===== src/rtl/core/ipq_pkg.sv =====
// ipq_pkg: shared request and status codes, default sizes and the result record
// for the indexed max priority queue; no dependencies
`timescale 1ns / 1ps
`default_nettype none
package ipq_pkg;
	localparam int IPQ_CAPACITY  = 64;
	localparam int IPQ_KEY_WIDTH = 32;

	localparam logic [1:0] REQ_INSERT  = 2'd0;
	localparam logic [1:0] REQ_EXTRACT = 2'd1;
	localparam logic [1:0] REQ_CHANGE  = 2'd2;
	localparam logic [1:0] REQ_LOOKUP  = 2'd3;

	localparam logic [2:0] ST_OK     = 3'd0;
	localparam logic [2:0] ST_FULL   = 3'd1;
	localparam logic [2:0] ST_EMPTY  = 3'd2;
	localparam logic [2:0] ST_DUP    = 3'd3;
	localparam logic [2:0] ST_ABSENT = 3'd4;

	typedef struct packed {
		logic [2:0]         status;
		logic [5:0]         out_slot;
		logic signed [31:0] out_key;
		logic               present;
		logic [6:0]         occupancy;
	} ipq_res_t;
endpackage
`default_nettype wire


===== src/rtl/core/ipq_ram.sv =====
// ipq_ram: generic single write port, single read port ram with registered read
// no dependencies
`timescale 1ns / 1ps
`default_nettype none
module ipq_ram #(
	parameter int WIDTH = 8,
	parameter int DEPTH = 64
) (
	input  wire logic                     clk,
	input  wire logic                     we,
	input  wire logic [$clog2(DEPTH)-1:0] waddr,
	input  wire logic [WIDTH-1:0]         wdata,
	input  wire logic [$clog2(DEPTH)-1:0] raddr,
	output logic      [WIDTH-1:0]         rdata
);
	logic [WIDTH-1:0] mem_q [DEPTH];

	always_ff @(posedge clk) begin
		if (we) begin
			mem_q[waddr] <= wdata;
		end
		rdata <= mem_q[raddr];
	end
endmodule
`default_nettype wire


===== src/rtl/core/ipq_engine.sv =====
// ipq_engine: heap sequencer with one heap ram (slot and key per position) and
// one position map ram; depends on ipq_pkg and ipq_ram
`timescale 1ns / 1ps
`default_nettype none
module ipq_engine import ipq_pkg::*; #(
	parameter int CAPACITY  = IPQ_CAPACITY,
	parameter int KEY_WIDTH = IPQ_KEY_WIDTH
) (
	input  wire logic        clk,
	input  wire logic        arst_n,
	input  wire logic        start,
	input  wire logic [1:0]  req,
	input  wire logic [5:0]  slot,
	input  wire logic [31:0] key,
	output logic             ready,
	output logic             done,
	output ipq_res_t         res
);
	localparam int SLW = $clog2(CAPACITY);
	localparam int PW  = $clog2(CAPACITY + 1);
	localparam int SW  = (KEY_WIDTH < 32) ? KEY_WIDTH : 32;
	localparam int EW  = SLW + SW;

	localparam logic [3:0] S_CLR   = 4'd0;
	localparam logic [3:0] S_IDLE  = 4'd1;
	localparam logic [3:0] S_PCHK  = 4'd2;
	localparam logic [3:0] S_XTOP  = 4'd3;
	localparam logic [3:0] S_XLAST = 4'd4;
	localparam logic [3:0] S_LKEY  = 4'd5;
	localparam logic [3:0] S_UISS  = 4'd6;
	localparam logic [3:0] S_UCMP  = 4'd7;
	localparam logic [3:0] S_DISS  = 4'd8;
	localparam logic [3:0] S_DL    = 4'd9;
	localparam logic [3:0] S_DR    = 4'd10;
	localparam logic [3:0] S_DCMP  = 4'd11;
	localparam logic [3:0] S_PLACE = 4'd12;
	localparam logic [3:0] S_DONE  = 4'd13;

	function automatic logic signed [SW-1:0] ekey(input logic [EW-1:0] e);
		return $signed(e[SW-1:0]);
	endfunction

	function automatic logic [SLW-1:0] eslot(input logic [EW-1:0] e);
		return e[EW-1:SW];
	endfunction

	logic [3:0]           state_q;
	logic [PW-1:0]        cnt_q, k_q, j_q;
	logic [1:0]           req_q;
	logic [5:0]           slot_q, oslot_q;
	logic [SW-1:0]        key_q;
	logic signed [SW-1:0] okey_q;
	logic [EW-1:0]        e_q, c_q;
	logic                 moved_q, pres_q;
	logic [2:0]           status_q;
	logic [SLW-1:0]       clr_q;

	logic           h_we, p_we;
	logic [SLW-1:0] h_waddr, h_raddr, p_waddr, p_raddr;
	logic [EW-1:0]  h_wdata, h_rdata;
	logic [PW-1:0]  p_wdata, p_rdata;

	logic [PW:0]    lchild, rchild, cnt_x;
	logic [SLW-1:0] slot_idx;
	logic           slot_ok, go_down;

	assign lchild   = {k_q, 1'b0};
	assign rchild   = lchild + (PW+1)'(1);
	assign cnt_x    = {1'b0, cnt_q};
	assign slot_idx = SLW'(slot_q);
	assign slot_ok  = {26'd0, slot} < 32'(CAPACITY);
	assign go_down  = (req_q == REQ_CHANGE) && !moved_q;

	ipq_ram #(.WIDTH(EW), .DEPTH(CAPACITY)) u_heap (
		.clk(clk), .we(h_we), .waddr(h_waddr), .wdata(h_wdata),
		.raddr(h_raddr), .rdata(h_rdata)
	);

	ipq_ram #(.WIDTH(PW), .DEPTH(CAPACITY)) u_pos (
		.clk(clk), .we(p_we), .waddr(p_waddr), .wdata(p_wdata),
		.raddr(p_raddr), .rdata(p_rdata)
	);

	always_comb begin
		h_we    = 1'b0;
		h_waddr = SLW'(k_q - PW'(1));
		h_wdata = e_q;
		h_raddr = '0;
		p_we    = 1'b0;
		p_waddr = eslot(e_q);
		p_wdata = k_q;
		p_raddr = SLW'(slot);
		unique case (state_q)
			S_CLR: begin
				p_we    = 1'b1;
				p_waddr = clr_q;
				p_wdata = '0;
			end
			S_XTOP: begin
				p_we    = 1'b1;
				p_waddr = eslot(h_rdata);
				p_wdata = '0;
				h_raddr = SLW'(cnt_q - PW'(1));
			end
			S_PCHK: h_raddr = SLW'(p_rdata - PW'(1));
			S_UISS: h_raddr = SLW'((k_q >> 1) - PW'(1));
			S_UCMP: begin
				if (ekey(e_q) > ekey(h_rdata)) begin
					h_we    = 1'b1;
					h_wdata = h_rdata;
					p_we    = 1'b1;
					p_waddr = eslot(h_rdata);
				end
			end
			S_DISS: h_raddr = SLW'(lchild - (PW+1)'(1));
			S_DL:   h_raddr = SLW'(lchild);
			S_DCMP: begin
				if (ekey(c_q) > ekey(e_q)) begin
					h_we    = 1'b1;
					h_wdata = c_q;
					p_we    = 1'b1;
					p_waddr = eslot(c_q);
				end
			end
			S_PLACE: begin
				h_we = 1'b1;
				p_we = 1'b1;
			end
			default: ;
		endcase
	end

	always_ff @(posedge clk or negedge arst_n) begin
		if (!arst_n) begin
			state_q <= S_CLR;
			cnt_q   <= '0;
			clr_q   <= '0;
		end else begin
			unique case (state_q)
				S_CLR: begin
					clr_q <= clr_q + SLW'(1);
					if (clr_q == SLW'(CAPACITY - 1)) state_q <= S_IDLE;
				end
				S_IDLE: begin
					if (start) begin
						req_q    <= req;
						slot_q   <= slot;
						oslot_q  <= slot;
						key_q    <= key[SW-1:0];
						okey_q   <= '0;
						pres_q   <= 1'b0;
						moved_q  <= 1'b0;
						status_q <= ST_OK;
						if (req == REQ_EXTRACT) begin
							oslot_q <= '0;
							if (cnt_q == '0) begin
								status_q <= ST_EMPTY;
								state_q  <= S_DONE;
							end else begin
								state_q <= S_XTOP;
							end
						end else if (!slot_ok) begin
							status_q <= ST_ABSENT;
							state_q  <= S_DONE;
						end else begin
							state_q <= S_PCHK;
						end
					end
				end
				S_XTOP: begin
					oslot_q <= 6'(eslot(h_rdata));
					okey_q  <= ekey(h_rdata);
					cnt_q   <= cnt_q - PW'(1);
					state_q <= S_XLAST;
				end
				S_XLAST: begin
					e_q     <= h_rdata;
					k_q     <= PW'(1);
					state_q <= (cnt_q == '0) ? S_DONE : S_DISS;
				end
				S_PCHK: begin
					e_q <= {slot_idx, key_q};
					case (req_q)
						REQ_INSERT: begin
							pres_q <= p_rdata != '0;
							if (cnt_q == PW'(CAPACITY)) begin
								status_q <= ST_FULL;
								state_q  <= S_DONE;
							end else if (p_rdata != '0) begin
								status_q <= ST_DUP;
								state_q  <= S_DONE;
							end else begin
								cnt_q   <= cnt_q + PW'(1);
								k_q     <= cnt_q + PW'(1);
								pres_q  <= 1'b1;
								state_q <= S_UISS;
							end
						end
						REQ_CHANGE: begin
							if (p_rdata == '0) begin
								status_q <= ST_ABSENT;
								state_q  <= S_DONE;
							end else begin
								k_q     <= p_rdata;
								pres_q  <= 1'b1;
								state_q <= S_UISS;
							end
						end
						default: begin
							if (p_rdata == '0) begin
								status_q <= ST_ABSENT;
								state_q  <= S_DONE;
							end else begin
								pres_q  <= 1'b1;
								state_q <= S_LKEY;
							end
						end
					endcase
				end
				S_LKEY: begin
					okey_q  <= ekey(h_rdata);
					state_q <= S_DONE;
				end
				S_UISS: begin
					if (k_q == PW'(1)) state_q <= go_down ? S_DISS : S_PLACE;
					else state_q <= S_UCMP;
				end
				S_UCMP: begin
					if (ekey(e_q) > ekey(h_rdata)) begin
						k_q     <= k_q >> 1;
						moved_q <= 1'b1;
						state_q <= S_UISS;
					end else begin
						state_q <= go_down ? S_DISS : S_PLACE;
					end
				end
				S_DISS: state_q <= (lchild > cnt_x) ? S_PLACE : S_DL;
				S_DL: begin
					c_q     <= h_rdata;
					j_q     <= PW'(lchild);
					state_q <= (rchild <= cnt_x) ? S_DR : S_DCMP;
				end
				S_DR: begin
					if (ekey(h_rdata) > ekey(c_q)) begin
						c_q <= h_rdata;
						j_q <= PW'(rchild);
					end
					state_q <= S_DCMP;
				end
				S_DCMP: begin
					if (ekey(c_q) > ekey(e_q)) begin
						k_q     <= j_q;
						state_q <= S_DISS;
					end else begin
						state_q <= S_PLACE;
					end
				end
				S_PLACE: state_q <= S_DONE;
				S_DONE:  state_q <= S_IDLE;
				default: state_q <= S_IDLE;
			endcase
		end
	end

	assign ready = state_q == S_IDLE;
	assign done  = state_q == S_DONE;

	always_comb begin
		res.status    = status_q;
		res.out_slot  = oslot_q;
		res.out_key   = 32'(okey_q);
		res.present   = pres_q;
		res.occupancy = 7'(cnt_q);
	end

	a_cnt_bound: assert property (@(posedge clk) disable iff (!arst_n)
		cnt_q <= PW'(CAPACITY))
		else $error("heap count above capacity");
	a_start_idle: assert property (@(posedge clk) disable iff (!arst_n)
		start |-> state_q == S_IDLE)
		else $error("request started while busy");
	a_insert_cnt: assert property (@(posedge clk) disable iff (!arst_n)
		(state_q == S_PCHK && req_q == REQ_INSERT && cnt_q != PW'(CAPACITY)
			&& p_rdata == '0) |=> cnt_q == $past(cnt_q) + PW'(1))
		else $error("insert did not grow the heap");
	a_extract_cnt: assert property (@(posedge clk) disable iff (!arst_n)
		state_q == S_XTOP |=> cnt_q == $past(cnt_q) - PW'(1))
		else $error("extract did not shrink the heap");
endmodule
`default_nettype wire


===== src/rtl/core/indexed_max_priority_queue.sv =====
// Indexed binary max-heap over CAPACITY slots with signed keys. After reset the
// block clears its position map and holds in_stall high meanwhile. One
// request is served at a time by a sequencer sharing one heap ram and one position
// ram, each with one read and one write per cycle: lookup reads the position map
// and then the heap, insert and change climb the heap level by level (change
// then sifts down if it did not climb), and extract sifts down level by level.
// The result sits in an output register, so a
// new request is taken once the previous result beat has left or is leaving.
// depends on ipq_pkg and ipq_engine
`timescale 1ns / 1ps
`default_nettype none
module indexed_max_priority_queue import ipq_pkg::*; #(
	parameter int CAPACITY  = IPQ_CAPACITY,
	parameter int KEY_WIDTH = IPQ_KEY_WIDTH
) (
	input  wire logic               clk,
	input  wire logic               arst_n,
	input  wire logic               in_valid,
	output logic                    in_stall,
	input  wire logic [1:0]         req_type,
	input  wire logic [5:0]         slot,
	input  wire logic signed [31:0] key,
	output logic                    out_valid,
	input  wire logic               out_stall,
	output logic [2:0]              status,
	output logic [5:0]              out_slot,
	output logic signed [31:0]      out_key,
	output logic                    present,
	output logic [6:0]              occupancy
);
	logic     eng_ready, eng_done, start;
	ipq_res_t eng_res, res_q;
	logic     out_valid_q;

	assign in_stall = !eng_ready || (out_valid_q && out_stall);
	assign start    = in_valid && !in_stall;

	ipq_engine #(.CAPACITY(CAPACITY), .KEY_WIDTH(KEY_WIDTH)) u_engine (
		.clk(clk), .arst_n(arst_n), .start(start), .req(req_type),
		.slot(slot), .key(key), .ready(eng_ready), .done(eng_done), .res(eng_res)
	);

	always_ff @(posedge clk or negedge arst_n) begin
		if (!arst_n) begin
			out_valid_q <= 1'b0;
		end else if (eng_done) begin
			out_valid_q <= 1'b1;
		end else if (!out_stall) begin
			out_valid_q <= 1'b0;
		end
	end

	always_ff @(posedge clk) begin
		if (eng_done) begin
			res_q <= eng_res;
		end
	end

	assign out_valid = out_valid_q;
	assign status    = res_q.status;
	assign out_slot  = res_q.out_slot;
	assign out_key   = res_q.out_key;
	assign present   = res_q.present;
	assign occupancy = res_q.occupancy;
endmodule
`default_nettype wire


===== config.mk =====
export PLATFORM = sky130hd
export DESIGN_NAME = indexed_max_priority_queue
export DESIGN_NICKNAME = d
export VERILOG_FILES = /design/src/rtl/core/ipq_pkg.sv /design/src/rtl/core/ipq_ram.sv /design/src/rtl/core/ipq_engine.sv /design/src/rtl/core/indexed_max_priority_queue.sv
export SDC_FILE = /design/constraint.sdc
export NUM_CORES = 2
export LEC_CHECK = 0
export BUFFER_PORTS_ARGS = -buffer_cell sky130_fd_sc_hd__buf_4
export CELL_PAD_IN_SITES_DETAIL_PLACEMENT = 1
export CELL_PAD_IN_SITES_GLOBAL_PLACEMENT = 1
export CORE_ASPECT_RATIO = 1.2
export CORE_MARGIN = 3
export CORE_UTILIZATION = 58
export CTS_BUF_LIST = sky130_fd_sc_hd__clkbuf_8
export CTS_CLUSTER_SIZE = 12
export DETAILED_ROUTE_END_ITERATION = 16
export PLACE_DENSITY = 0.78
export SLEW_MARGIN = 10
export SYNTH_ARGS = -nofsm -noshare
export SYNTH_HDL_FRONTEND = slang
export SYNTH_SLANG_ARGS = --single-unit

===== constraint.sdc =====
create_clock -name clk -period 6.4 [get_ports clk]
set_input_delay 1.28 -clock clk [delete_from_list [all_inputs] [get_ports clk]]
set_output_delay 1.28 -clock clk [all_outputs]
set_load 0.01 [all_outputs]

## After elaboration in Yosys (flattened, before gate mapping)

Memories as Yosys holds them, arrays and structs flattened. A register that Yosys moved wholly into a read port is not among the register bits.
Cells that the tools add are included.

| cells by class | value |
|---|---|
| mux-type cells | 69 |
| reduce and logical (&&, ||, !) cells | 35 |
| $lt $le $gt $ge | 5 |
| equal/unequal tests | 34 |
| $add $sub $neg | 8 |

Operator list:

| operator | count |
|---|---|
| $pmux W38 S2 | 3 |
| $mux W38 | 3 |
| $gt A32 B32 Y1 | 3 |
| $pmux W32 S2 | 1 |
| $mux W7 | 8 |
| $pmux W4 S12 | 1 |
| $pmux W7 S2 | 3 |
| $mux W4 | 10 |
| $mux W32 | 1 |
| $pmux W6 S5 | 1 |
| $pmux W7 S4 | 1 |
| $mux W3 | 9 |
| $eq A4 B4 Y1 const B | 6 |
| $mux W6 | 4 |
| $pmux W6 S4 | 1 |
| $sub A6 B1 Y6 const B | 4 |
| $eq A4 B3 Y1 const B | 4 |
| $logic_not A7 Y1 | 2 |
| $mux W1 | 14 |
| $ne A2 B1 Y1 const B | 7 |
| $reduce_bool A2 Y1 | 7 |
| $ne A3 B3 Y1 const B | 4 |
| $pmux W6 S2 | 1 |
| $reduce_and A3 Y1 | 4 |
| other kinds (34) | 49 |

| word-level totals | value |
|---|---|
| register bits after elaboration | 240 |
| memory bits (writable) | 2880 |
| memories | 2 |
| logic and storage cells | 174 |

Memories:

| name | depth | width | read ports | clocked after memory_dff | write ports | RTL line | text |
|---|---|---|---|---|---|---|---|
| u_engine.u_heap.mem_q | 64 | 38 | 1 | 1 | 1 | ipq_ram.sv:16 | `logic [WIDTH-1:0] mem_q [DEPTH];` |
| u_engine.u_pos.mem_q | 64 | 7 | 1 | 1 | 1 | ipq_ram.sv:16 |  |

## Logic depth before layout (Yosys ltp)

| logic depth | value |
|---|---|
| word-level depth | 7 |
| gate-level depth with buffers | 15 |

## By module

From an unflattened synthesis, not the netlist that was laid out.

| unflattened totals | value |
|---|---|
| cells, all modules | 5960 |
| area, all modules | 123554.7 µm² |

Modules (own cells, without submodules):

| module | times used | area an instance (µm²) | seq. area each (µm²) | cells each |
|---|---|---|---|---|
| ipq_ram at u_engine.u_heap | 1 | 92920.4 | 73790.8 | 3989 |
| ipq_ram at u_engine.u_pos | 1 | 17635.7 | 13593.0 | 827 |
| ipq_engine | 1 | 11482.3 | 5620.4 | 1090 |
| indexed_max_priority_queue | 1 | 1516.5 | 1496.4 | 54 |

## Worst setup path before layout

Ideal clock, no wire load.

| timing path | value |
|---|---|
| path type | input to register |
| start | input arst_n |
| end | register u_engine.e_q[0] (enable) |
| required time | 5.872 ns |
| stages | 2 |
| buffers on the path | 0 |
| path slack | 0.841 ns |
| library setup time | 0.528 ns |
| data arrival time | 5.030 ns |
| cell sequence | inv_1 -> nor4_1 |

| on the way | value |
|---|---|
| cells in the longest elaborated chain, start to end | 1 |

Ends and longest elaborated chain:

| what | RTL line | text |
|---|---|---|
| from (decl) | indexed_max_priority_queue.sv:17 | `input wire logic arst_n,` |
| $reduce_and A2 Y1 (no source line) | - |  |
| to (signal assigned) | ipq_engine.sv:177 | `e_q <= h_rdata;` |
| to (signal assigned) | ipq_engine.sv:182 | `e_q <= {slot_idx, key_q};` |
| to (decl) | ipq_engine.sv:53 | `logic [EW-1:0] e_q, c_q;` |

Every way passes these cells.
A chain may end at the register's enable or synchronous reset.

## Worst setup path after layout

| timing path | value |
|---|---|
| start | register u_engine.u_heap.rdata[25], read port of u_engine.u_heap.mem_q |
| end | memory u_engine.u_pos.mem_q[1][4] (netlist name) (enable) |

| on the way | value |
|---|---|
| cells in the longest elaborated chain, start to end | 5 |
| elaborated cells between the ends (all ways) | 7 |

Ends and longest elaborated chain:

| what | RTL line | text |
|---|---|---|
| from (decl) | ipq_ram.sv:14 | `output logic [WIDTH-1:0] rdata` |
| $gt A32 B32 Y1 (*) | ipq_engine.sv:108 | `if (ekey(e_q) > ekey(h_rdata)) begin` |
| $mux W1 | ipq_engine.sv:108 |  |
| $pmux W1 S3 | ipq_engine.sv:93 | `unique case (state_q)` |
| $mux W1 | ipq_ram.sv:19 | `if (we) begin` |
| $mux W1 (not written as such) | ipq_ram.sv:20 | `mem_q[waddr] <= wdata;` |
| to (decl) | ipq_ram.sv:16 |  |

Mark *: on every way between the ends. The rest lies on a longest branch, timed or not.

==> results.ini <==
[outcome]
status=complete, no violations

[global_routing]
grt_pass1_vias=72100
gr-total-overflow=0
antenna_found_initial=24
grt_usage=0.3351
grt_pass1_wl_mm=528.0
grt_start_max_net_pins=153

[synth]
yosys_most_used_dff=edfxtp_1
synth_warnings=0
yosysSeqAreaShare=0.7601
synth.distinct_cells=67
syn_nets=6582
ys_seq_elements=3165
syn_inst=6428
synth_edf_count=3102
synthArstFlopShare=0.005687
synth_area_mm2=0.1243
postSynthAreaPerCell_um2=19.34

[timing]
timing.fmax_mhz=169.6
final.setup_skew_ns=0.09387
setup_violations=0
slew_viol_final=0
finalSetupTns_ns=0
fin_crit_sh=0.9213
tightest_slew_ns=1.296
slew_headroom=0.1358
min_period_ns=5.896
grt_setup_unrepaired=no
hold_viol=0

[clock_network]
cts-htree-levels=5
cts_root_buf=clkbuf_8
cts_resized=0
holdBufCountCts=0
cts_inserted_buffers=466
cts_buffer_depth=4
insertion_delay_ns=1.06
clkSinkCount=3165
clk_pin_slew_worst_paths_ns=0.08
cts_tree=yes
post_cts_buffers=0

[worst_setup_path]
worst_r2r_startpoint=u_engine.u_heap.rdata[25]
worstPathArrival_ns=6.53
critPathKind=flop to flop
worstPathRequired_ns=7.03
crit_path_cell_trace=inv_1, ha_1, nand4_1, or4_1, nor3_1, o21ai_1, and3_1, a221o_1, or4_1, nor4_2
cp-start-kind=flop
reg2reg_slack_ns=0.50
critPathSlowestCell=nor4_2
crit_buf_inv=1
critPathTopFamily=simple AND/OR/NAND/NOR gates
worstReg2RegEnd=u_engine.u_pos.mem_q[1][4]
end_kind=flop
worst_path_largest_cell_delay_ns=1.02
path_max_fanout=16
ff2ff_path_depth=10
cp_common_cell=or4_1

[power_and_ir_drop]
p_sw_uw=20220
p_per_area_mw_per_mm2=424.1
leakagePower_uw=0.04656
p_int_uw=39190
clockPowerShare=0.271
p_comb_frac=0.300
irDropWorstVdd_mv=0.4492
p_seq_frac=0.429
sw_frac_of_total=0.3404

[routing]
num_vias=69230
drtPass1Iterations=9
ant_nets=0
drt-total-wl_mm=366.7
via_per_inst=6.845
drt_iter0_drc=10070
drc=0
wl_per_cell_um=36.26

[place]
place_area_mm2=0.1311
routabilityCongestion=0.8933
dp_hpwl_mm=207.0
io_buffers=94

[floorplanning]
die_w_um=428.6
rows=185
initial_core_util=0.5851
die_h_um=513.2
dieArea_mm2=0.2200
core_area_mm2=0.2125
boundaryPins=95

[final_layout]
seq_area_mm2=0.09450
drive_gt1_frac=0.2576
multiInputGateArea_mm2=0.02859
fillers=17470
fin_nets=7066
synthToLayoutAreaGrowth_pct=12.68
layout.cells.most_common=edfxtp_1
final_area_mm2=0.1401
layout_common_cells=3102 x edfxtp_1, 811 x nand2_1, 755 x mux4_2

[flow_run]
maxCapViolations=0

[min_path]
min_path_type=input port to async pin

cells in the mapped netlist (65+ instances only):
master,instances,share of area
clkbuf_1,212,0.0064
ha_1,110,0.011
edfxtp_1,3102,0.75
o21ai_0,66,0.0027
a21oi_1,65,0.0026
o211ai_1,81,0.0049
buf_1,127,0.0038
nor4_1,93,0.0047
mux4_2,755,0.14
inv_1,155,0.0047
nor2_1,138,0.0042
nand3_1,266,0.011
nand2_1,811,0.024
worst max-delay path by stage:
| stage | cells after the start | start | end |
|---|---|---|---|
| 2_1_floorplan | 2 | arst_n | u_engine.e_q[0] |
| 3_3_place_gp | 10 | u_engine.u_heap.rdata[25] | u_engine.u_pos.mem_q[1][3] |
| 3_5_place_dp | 10 | u_engine.u_heap.rdata[25] | u_engine.u_pos.mem_q[41][4] |
| 4_1_cts | 10 | u_engine.u_heap.rdata[25] | u_engine.u_pos.mem_q[41][3] |
| 5_1_grt | 10 | u_engine.u_heap.rdata[25] | u_engine.u_pos.mem_q[1][5] |
| 6_report | 10 | u_engine.u_heap.rdata[25] | u_engine.u_pos.mem_q[1][4] |
state kept, by name (all words and copies together) (netlist names), 32 cells and up:
register,flops
u_engine.u_heap.rdata,38
u_engine.key_q,32
u_engine.e_q,38
out_key,32
u_engine.c_q,38
u_engine.u_heap.mem_q,2432
u_engine.okey_q,32
u_engine.u_pos.mem_q,448
per-stage QoR:
step	std cells	setup slack, ns	hold slack (ns)	total power [uW]	util
3_5_place_dp	9249	0.5082	0.4063	43350	0.6168
3_3_place_gp	9248	0.6915	0.4022	42700	0.6167
6_report	10110	0.5040	0.1521	59410	0.6593
5_1_grt	10110	0.3313	0.1349	61650	0.6593
2_1_floorplan	6428	0.8413	0.4003	36430	-
4_1_cts	10110	0.3528	0.09319	59410	0.6591
cell families (layout without fill, tap and decap cells):
kind of cell    after synthesis  after routing  synth area share
other cells                   0              4                 0
buf+inv                     511           1388           0.01563
simple gates               1466           1466           0.05245
compound gates              379            379           0.02093
flops                      3165           3165            0.7601
fa+ha+maj                   110            110           0.01107
mux                         763            763            0.1374
xor+xnor                     34             34          0.002395
layout make-up:
class | instances | area share
clock inverters | 381 | 0.01695
well taps | 2805 | 0.02505
diodes | 4 | 0.00007145
repair buffers | 370 | 0.02789
inverters | 157 | 0.004207
clock buffers | 480 | 0.04716
multi-input cells | 2752 | 0.2041
flip-flops and latches | 3165 | 0.6746
per-layer routing:
metal | GRT usage | vias up | wire [um]
li1 | - | 27100 | -
met1 | 0.4648 | 36380 | 134000
met2 | 0.5384 | 4869 | 179400
met3 | 0.07122 | 857 | 39760
met4 | 0.1139 | 18 | 13470
met5 | 0 | - | 124
power by group through the flow:
stage	sequential, uW	combinational (uW)	clock (uW)
global placement	25800	16900	0
floorplan	25600	10800	0
finish	25500	17800	16100
CTS	25500	17700	16300
global route	25500	18900	17200
detailed placement	25900	17400	0
Power figures use the tool's default switching activity.
